<file path="config.mk">
export PLATFORM = sky130hd
export DESIGN_NAME = tipover_recovery_sequencer
export DESIGN_NICKNAME = d
export VERILOG_FILES = /design/src/hdl/trs_pkg.sv /design/src/hdl/tipover_recovery_sequencer.sv
export SDC_FILE = /design/constraint.sdc
export NUM_CORES = 1
export LEC_CHECK = 0
export BUFFER_PORTS_ARGS = -buffer_cell sky130_fd_sc_hd__buf_4
export CELL_PAD_IN_SITES_DETAIL_PLACEMENT = 1
export CELL_PAD_IN_SITES_GLOBAL_PLACEMENT = 1
export CORE_MARGIN = 1
export CORE_UTILIZATION = 52
export CTS_BUF_LIST = sky130_fd_sc_hd__clkbuf_4 sky130_fd_sc_hd__clkbuf_8
export DETAILED_ROUTE_END_ITERATION = 8
export PLACE_DENSITY_LB_ADDON = 0.1
export SETUP_SLACK_MARGIN = 0.1
export SYNTH_ARGS = -nofsm -noshare
export SYNTH_HDL_FRONTEND = slang
export SYNTH_SLANG_ARGS = --single-unit
</file>
<file path="constraint.sdc">
create_clock -name clk -period 8.2 [get_ports clk]
set_input_delay 0.82 -clock clk [delete_from_list [all_inputs] [get_ports clk]]
set_output_delay 0.82 -clock clk [all_outputs]
set_load 0.1 [all_outputs]
</file>
<file path="src/hdl/trs_pkg.sv">
// Package for the tip-over recovery sequencer: request/result structs,
// phase, operation and register index codes, reset defaults.
// No dependencies.
`default_nettype none

package trs_pkg;

  // Default width of the elapsed-tick counters
  localparam int TICK_COUNTER_BITS_DEF = 16;

  // Phase codes
  localparam logic [1:0] PH_DETECT = 2'd0;
  localparam logic [1:0] PH_ROLL   = 2'd1;
  localparam logic [1:0] PH_BEND   = 2'd2;
  localparam logic [1:0] PH_CHECK  = 2'd3;

  // Side codes from the tilt sensor
  localparam logic [1:0] SIDE_RIGHT = 2'd1;
  localparam logic [1:0] SIDE_LEFT  = 2'd2;

  // Request operations
  localparam logic OP_TICK  = 1'b0;
  localparam logic OP_START = 1'b1;

  // Config register indexes
  localparam int CFG_IDX_BITS = 3;
  localparam logic [CFG_IDX_BITS-1:0] REG_UPDATE_INTERVAL = 3'd0;
  localparam logic [CFG_IDX_BITS-1:0] REG_ROLL_TIME       = 3'd1;
  localparam logic [CFG_IDX_BITS-1:0] REG_BEND_TIME       = 3'd2;
  localparam logic [CFG_IDX_BITS-1:0] REG_CHECK_TIME      = 3'd3;
  localparam logic [CFG_IDX_BITS-1:0] REG_RETRY_LIMIT     = 3'd4;
  localparam logic [CFG_IDX_BITS-1:0] REG_MAX_STEER       = 3'd5;
  localparam int CFG_DATA_BITS = 16;

  // Register reset values
  localparam logic [15:0] UPDATE_INTERVAL_RST = 16'd10;
  localparam logic [15:0] ROLL_TIME_RST       = 16'd1000;
  localparam logic [15:0] BEND_TIME_RST       = 16'd1000;
  localparam logic [15:0] CHECK_TIME_RST      = 16'd1000;
  localparam logic [7:0]  RETRY_LIMIT_RST     = 8'd3;
  localparam logic [14:0] MAX_STEER_RST       = 15'h7FFF;

  localparam logic [6:0] FULL_POWER  = 7'd100;
  localparam logic [7:0] RETRY_MAX   = 8'hFF;

  typedef struct packed {
    logic       operation;
    logic       on_side;
    logic [1:0] side_dir;
  } req_t;

  typedef struct packed {
    logic [6:0]         motor_power;
    logic               wrap_cmd;
    logic signed [15:0] steer_cmd;
    logic [1:0]         phase;
    logic               running;
    logic               succeeded;
    logic [7:0]         retries;
  } rsp_t;

endpackage

`default_nettype wire

</file>
<file path="src/hdl/tipover_recovery_sequencer.sv">
// Top level of the tip-over recovery sequencer: request register, phase
// sequencer logic, result register and config registers.
// Depends on trs_pkg.
`default_nettype none

// Tip-over recovery sequencer. Each request is either a start (re-arms the
// sequence, clears phase, retry and tick counters) or a tick carrying the
// tilt sensor's on-side flag and side direction. Ticks are counted while
// running; the phase logic acts only when the ticks since its last action
// reach update_interval. Phases: detect (latch side), roll (full power),
// bend roll (full power, steer toward the latched side), check (arm wrap,
// then judge upright after check_time). Every request returns exactly one
// result carrying the held commands and status after that request.
// Throughput is one request per clock unless rsp_ready stalls the result;
// the result is registered after the request is accepted (request register,
// then the sequencer step into the result register). State updates per step,
// so consecutive ticks need no spacing. Config writes are always ready and
// must be issued only while no request is in flight.
module tipover_recovery_sequencer #(
  parameter int TICK_COUNTER_BITS = trs_pkg::TICK_COUNTER_BITS_DEF
) (
  input  wire                                    clk,
  input  wire                                    rst,
  // request channel
  input  wire                                    req_valid,
  output logic                                   req_ready,
  input  trs_pkg::req_t                          req_data,
  // result channel
  output logic                                   rsp_valid,
  input  wire                                    rsp_ready,
  output trs_pkg::rsp_t                          rsp_data,
  // config write channel
  input  wire                                    cfg_valid,
  output logic                                   cfg_ready,
  input  wire  [trs_pkg::CFG_IDX_BITS-1:0]       cfg_index,
  input  wire  [trs_pkg::CFG_DATA_BITS-1:0]      cfg_data
);
  import trs_pkg::*;

  // compare width covers both the counters and the 16-bit time registers
  localparam int CMP_W = (TICK_COUNTER_BITS > 16) ? TICK_COUNTER_BITS : 16;
  localparam logic [TICK_COUNTER_BITS-1:0] TICK_MAX = '1;

  // config registers
  logic [15:0] update_interval, roll_time, bend_time, check_time;
  logic [7:0]  retry_limit;
  logic [14:0] max_steer;

  // request register
  logic s1_valid;
  req_t s1_req;

  // sequencer state
  logic [1:0]                   phase, phase_next;
  logic [1:0]                   latched_side, latched_side_next;
  logic                         check_started, check_started_next;
  logic [7:0]                   retry_count, retry_count_next;
  logic [TICK_COUNTER_BITS-1:0] phase_ticks, phase_ticks_next;
  logic [TICK_COUNTER_BITS-1:0] update_ticks, update_ticks_next;
  logic                         active, active_next;
  logic                         success_flag, success_flag_next;
  logic [6:0]                   motor_hold, motor_hold_next;
  logic                         wrap_hold, wrap_hold_next;
  logic signed [15:0]           steer_hold, steer_hold_next;

  logic                         advance;
  logic [TICK_COUNTER_BITS-1:0] ut_inc, pt_inc, pt_chk;
  logic [1:0]                   ph_eff;
  logic signed [15:0]           steer_pos, steer_neg;

  // result register frees the request stage whenever it is empty or drained
  assign advance   = !rsp_valid || rsp_ready;
  assign req_ready = !s1_valid || advance;
  assign cfg_ready = 1'b1;

  assign ut_inc = (update_ticks == TICK_MAX) ? update_ticks
                                             : update_ticks + TICK_COUNTER_BITS'(1);
  assign pt_inc = (phase_ticks == TICK_MAX) ? phase_ticks
                                            : phase_ticks + TICK_COUNTER_BITS'(1);
  assign steer_pos = {1'b0, max_steer};
  assign steer_neg = -steer_pos;

  // config writes
  always_ff @(posedge clk) begin
    if (rst) begin
      update_interval <= UPDATE_INTERVAL_RST;
      roll_time       <= ROLL_TIME_RST;
      bend_time       <= BEND_TIME_RST;
      check_time      <= CHECK_TIME_RST;
      retry_limit     <= RETRY_LIMIT_RST;
      max_steer       <= MAX_STEER_RST;
    end else if (cfg_valid && cfg_ready) begin
      case (cfg_index)
        REG_UPDATE_INTERVAL: update_interval <= cfg_data;
        REG_ROLL_TIME:       roll_time       <= cfg_data;
        REG_BEND_TIME:       bend_time       <= cfg_data;
        REG_CHECK_TIME:      check_time      <= cfg_data;
        REG_RETRY_LIMIT:     retry_limit     <= cfg_data[7:0];
        REG_MAX_STEER:       max_steer       <= cfg_data[14:0];
        default: ;
      endcase
    end
  end

  // one sequencer step for the registered request
  always_comb begin
    phase_next         = phase;
    latched_side_next  = latched_side;
    check_started_next = check_started;
    retry_count_next   = retry_count;
    phase_ticks_next   = phase_ticks;
    update_ticks_next  = update_ticks;
    active_next        = active;
    success_flag_next  = success_flag;
    motor_hold_next    = motor_hold;
    wrap_hold_next     = wrap_hold;
    steer_hold_next    = steer_hold;
    ph_eff             = phase;
    pt_chk             = pt_inc;

    if (s1_req.operation == OP_START) begin
      // start keeps the held commands
      phase_next         = PH_DETECT;
      check_started_next = 1'b0;
      retry_count_next   = '0;
      phase_ticks_next   = '0;
      update_ticks_next  = '0;
      active_next        = 1'b1;
      success_flag_next  = 1'b0;
    end else if (active) begin
      update_ticks_next = ut_inc;
      phase_ticks_next  = pt_inc;
      if (CMP_W'(ut_inc) >= CMP_W'(update_interval)) begin
        update_ticks_next = '0;
        // upright outside check jumps straight to check
        if (!s1_req.on_side && phase != PH_CHECK) begin
          ph_eff = PH_CHECK;
        end
        phase_next = ph_eff;
        case (ph_eff)
          PH_DETECT: begin
            motor_hold_next   = '0;
            wrap_hold_next    = 1'b0;
            steer_hold_next   = '0;
            latched_side_next = s1_req.side_dir;
            phase_next        = PH_ROLL;
            phase_ticks_next  = '0;
          end
          PH_ROLL: begin
            wrap_hold_next  = 1'b0;
            steer_hold_next = '0;
            motor_hold_next = FULL_POWER;
            if (CMP_W'(pt_inc) > CMP_W'(roll_time)) begin
              phase_next       = PH_BEND;
              phase_ticks_next = '0;
            end
          end
          PH_BEND: begin
            motor_hold_next = FULL_POWER;
            wrap_hold_next  = 1'b0;
            // no latched side: steering holds
            if (latched_side == SIDE_RIGHT) begin
              steer_hold_next = steer_neg;
            end else if (latched_side == SIDE_LEFT) begin
              steer_hold_next = steer_pos;
            end
            if (CMP_W'(pt_inc) > CMP_W'(bend_time)) begin
              motor_hold_next  = '0;
              steer_hold_next  = '0;
              phase_next       = PH_CHECK;
              phase_ticks_next = '0;
            end
          end
          default: begin
            if (!check_started) begin
              pt_chk             = '0;
              phase_ticks_next   = '0;
              motor_hold_next    = '0;
              steer_hold_next    = '0;
              wrap_hold_next     = 1'b1;
              check_started_next = 1'b1;
            end
            if (CMP_W'(pt_chk) > CMP_W'(check_time)) begin
              if (!s1_req.on_side) begin
                active_next       = 1'b0;
                success_flag_next = 1'b1;
                motor_hold_next   = '0;
              end else begin
                if (retry_count != RETRY_MAX) begin
                  retry_count_next = retry_count + 8'd1;
                end
                if (retry_count >= retry_limit) begin
                  // give up
                  active_next       = 1'b0;
                  success_flag_next = 1'b0;
                  motor_hold_next   = '0;
                end else begin
                  phase_next         = PH_DETECT;
                  phase_ticks_next   = '0;
                  check_started_next = 1'b0;
                end
              end
            end
          end
        endcase
      end
    end
  end

  // request register
  always_ff @(posedge clk) begin
    if (rst) begin
      s1_valid <= 1'b0;
    end else if (req_ready) begin
      s1_valid <= req_valid;
    end
  end

  always_ff @(posedge clk) begin
    if (req_valid && req_ready) begin
      s1_req <= req_data;
    end
  end

  // state and result register
  always_ff @(posedge clk) begin
    if (rst) begin
      phase         <= PH_DETECT;
      latched_side  <= '0;
      check_started <= 1'b0;
      retry_count   <= '0;
      phase_ticks   <= '0;
      update_ticks  <= '0;
      active        <= 1'b0;
      success_flag  <= 1'b0;
      motor_hold    <= '0;
      wrap_hold     <= 1'b0;
      steer_hold    <= '0;
      rsp_valid     <= 1'b0;
    end else if (s1_valid && advance) begin
      phase         <= phase_next;
      latched_side  <= latched_side_next;
      check_started <= check_started_next;
      retry_count   <= retry_count_next;
      phase_ticks   <= phase_ticks_next;
      update_ticks  <= update_ticks_next;
      active        <= active_next;
      success_flag  <= success_flag_next;
      motor_hold    <= motor_hold_next;
      wrap_hold     <= wrap_hold_next;
      steer_hold    <= steer_hold_next;
      rsp_valid     <= 1'b1;
    end else if (rsp_ready) begin
      rsp_valid <= 1'b0;
    end
  end

  always_ff @(posedge clk) begin
    if (s1_valid && advance) begin
      rsp_data.motor_power <= motor_hold_next;
      rsp_data.wrap_cmd    <= wrap_hold_next;
      rsp_data.steer_cmd   <= steer_hold_next;
      rsp_data.phase       <= phase_next;
      rsp_data.running     <= active_next;
      rsp_data.succeeded   <= success_flag_next;
      rsp_data.retries     <= retry_count_next;
    end
  end

endmodule

`default_nettype wire

</file>
==> impl_metrics.env <==
export IMPL_path_clk_slew_ns=0.11
export IMPL_max_stage_delay_ns=0.49
export IMPL_crit_chain="ha_1, and3_1, nand3_1, or2_2, nand3_1, nor2_1, xnor2_1, inv_1, ha_1, nand4_1, nor4_1, and4_1, a32o_1, nand3_1, or3_1, a21oi_1"
export IMPL_ys_types=73
export IMPL_grtUsageTotal_pct=30.9
export IMPL_syn_area_per_cell_um2=8.26
export IMPL_regToRegSetupSlack_ns=3.34
export IMPL_crit_buf_inv=1
export IMPL_clk_latency_ns=0.50
export IMPL_ys_flop_type="dfxtp_1"
export IMPL_outcome="completed"
export IMPL_setup_viol=0
export IMPL_rsz0062_at_grt="false"
export IMPL_synthTopCellsByArea="dfxtp_1, edfxtp_1, ha_1, nand2_1, a21oi_1"
export IMPL_vdd_ir_drop_max_v=0.0000954
export IMPL_start_util_pct=53.5
export IMPL_vias=9816
export IMPL_wl_per_cell_um=20.1
export IMPL_viasPerCell=6.00
export IMPL_grt_max_degree=53
export IMPL_async_flop_share_pct=0
export IMPL_cts_root_buffer="clkbuf_8"
export IMPL_slew_violations=0
export IMPL_filler_cell_count=2469
export IMPL_drive_gt1_share_pct=9.16
export IMPL_core_area_um2=20400
export IMPL_drt_pass1_iter_count=5
export IMPL_clock_path_buffers=2
export IMPL_yosysWarnings=0
export IMPL_cpMostUsedCell="nand3_1"
export IMPL_slew_headroom_pct=18.0
export IMPL_worst_slew_pin_transition_ns=1.23
export IMPL_critPathTopFamily="simple AND/OR/NAND/NOR gates"
export IMPL_final_hold_viol_count=0
export IMPL_areaGrowthSynthToFinish_pct=9.08
export IMPL_antenna_found_initial=0
export IMPL_hp_class="reg -> reg"
export IMPL_wirelength_um=32900
export IMPL_tns_ns=0
export IMPL_synthCells=1320
export IMPL_n_antenna_cell=0
export IMPL_ys_seq_elements=200
export IMPL_cp_data_arrival_time_ns=5.28
export IMPL_yosysSeqAreaShare_pct=40.4
export IMPL_synth_nets=1424
export IMPL_rows=52
export IMPL_grt_pass1_vias=9950
export IMPL_reg2regPathDepth=16
export IMPL_worstSetupPathType="reg -> reg"
export IMPL_cts_buffers=17
export IMPL_period_minus_slack_ns=4.86
export IMPL_power_density_nw_per_um2=152
export IMPL_hold_depth=2
export IMPL_placement_io_buffers=65
export IMPL_nets=1456
export IMPL_ctsHoldBuffers=0
export IMPL_synth_edff_count=40
export IMPL_cp_max_fo=12
export IMPL_fmax_ghz=0.206
export IMPL_die_w_um=147
export IMPL_dr_first_iter_drc_count=525
export IMPL_clock_sinks=200
export IMPL_clock_skew_ns=0.0154
export IMPL_crit_cells=16
export IMPL_gp_congestion=0.890
export IMPL_synth_top_cell_area_share_pct=29.4
export IMPL_htreeDepth=4
export IMPL_end_kind="register"
export IMPL_cpMaxStageDelayCell="nor4_1"
export IMPL_synth_top_cell_by_area="dfxtp_1"
export IMPL_cts_resized=0
export IMPL_gr_total_overflow=0
export IMPL_ios=67
export IMPL_utilization_pct=58.4
export IMPL_crit_path_start_kind="register"
export IMPL_tritoncts="yes"
export IMPL_post_route_period_util_pct=59.3
export IMPL_cts_setup_buffers=0
export IMPL_power_leakage_nw=4.67
export IMPL_dp_hpwl_um=24000
export IMPL_postRouteAntennaNets=0
export IMPL_fp_dieH_um=147
export IMPL_syn_area_um2=10900
export IMPL_crit_required_ns=8.62
export IMPL_dieArea_um2=21500
export IMPL_drcViolationCount=0
export IMPL_grt_pass1_wl_um=52100
export IMPL_drv_cap=0
stage by stage:
stage / std cells / power (mW) / setup WS [ns] / cell area, um2 / hold WS (ns)
2_1_floorplan: 1320 / 1.17 / 4.40 / 10900 / 0.421
5_1_grt: 1635 / 1.87 / 2.96 / 11900 / 0.485
6_report: 1635 / 1.81 / 3.34 / 11900 / 0.459
4_1_cts: 1635 / 1.82 / 3.46 / 11900 / 0.463
3_3_place_gp: 1603 / 1.23 / 3.82 / 11500 / 0.433
3_5_place_dp: 1603 / 1.23 / 3.51 / 11500 / 0.448
worst min-delay path, stage by stage, from the launching register on:
cell and delay, ns:
dfxtp_1 0.32, nand2_1 0.05, a21oi_1 0.05
final timing paths:
kind,from,to
hold / removal,update_interval[7],update_interval[7]
setup reg to reg,phase_ticks[0],steer_hold[3]
setup / recovery,phase_ticks[0],steer_hold[3]
hold reg to reg,update_interval[7],update_interval[7]
area by class of cell:
class,instances,area (um2),share of cell area [%]
Multi-Input combinational cell,960,5870,49.4
Sequential cell,200,4400,37.0
Timing Repair Buffer,73,548,4.61
Inverter,100,375,3.16
Tap cell,270,338,2.84
Clock buffer,17,234,1.97
Clock inverter,15,118,0.989
cells in the final DEF, fill, tap and decap left out, types with 11 or more instances in the layout:
| cell | instances |
|---|---|
| inv_1 | 98 |
| nor4_1 | 11 |
| nor3_1 | 13 |
| a21o_1 | 12 |
| buf_4 | 73 |
| a31oi_1 | 11 |
| nor2b_1 | 15 |
| o21ai_0 | 57 |
| edfxtp_1 | 40 |
| o211ai_1 | 28 |
| mux2i_1 | 13 |
| nand2b_1 | 11 |
| xnor2_1 | 23 |
| a21oi_1 | 130 |
| dfxtp_1 | 160 |
| a22o_1 | 16 |
| nand2_1 | 241 |
| nand4_1 | 22 |
| a211oi_1 | 17 |
| and2_1 | 20 |
| clkbuf_8 | 17 |
| nor2_1 | 72 |
| ha_1 | 76 |
| nand3_1 | 49 |
power breakdown:
| group | leakage [nW] | switching [mW] | internal [mW] |
|---|---|---|---|
| combinational | 2.81 | 0.137 | 0.0414 |
| clock | 0.175 | 0.382 | 0.216 |
| sequential | 1.68 | 0.0146 | 1.02 |
per-layer routing:
| metal | share of wire, % | up-vias | routed length [um] | track usage (%) |
|---|---|---|---|---|
| met2 | 50 | 248 | 16300 | 54.0 |
| met3 | 4.6 | 85 | 1520 | 5.03 |
| met5 | 0 | - | 0 | 0 |
| met1 | 42 | 4775 | 13900 | 37.1 |
| met4 | 3.8 | 0 | 1240 | 14.6 |
| li1 | - | 4708 | - | - |
sequential cells by signal, indices dropped and copies added (netlist names), 7 cells and up:
signal and flops:
retry_limit 8, bend_time 16, roll_time 16, retry_count 8
check_time 16, update_interval 16, steer_hold 16, rsp_data 36
phase_ticks 16, max_steer 15, motor_hold 7, update_ticks 16
cell families (layout without fill, tap and decap cells):
| logic type | after synthesis | count (layout) | synth area share [%] |
|---|---|---|---|
| muxes | 15 | 15 | 1.40 |
| adders and majority gates | 76 | 76 | 8.72 |
| other | 1 | 1 | 0.0344 |
| buffers and inverters | 160 | 205 | 5.72 |
| AOI/OAI and AO/OA | 333 | 333 | 19.3 |
| DFF | 200 | 200 | 40.4 |
| and+or+nand+nor | 504 | 504 | 21.9 |
| xor gates and xnor gates | 31 | 31 | 2.49 |
cells in the mapped netlist, drive strengths merged (14+ instances only):
master and number:
nor2b 15, nor2 73, nor4 14, inv 98, nand3 50, edfxtp 40, ha 76, xnor2 23
nand4 24, nand2 241, clkbuf 48, o211ai 29, and2 21, dfxtp 160, a211oi 17, o21ai 59
a22o 16, a21oi 131
(Power assumes the default switching activity.)
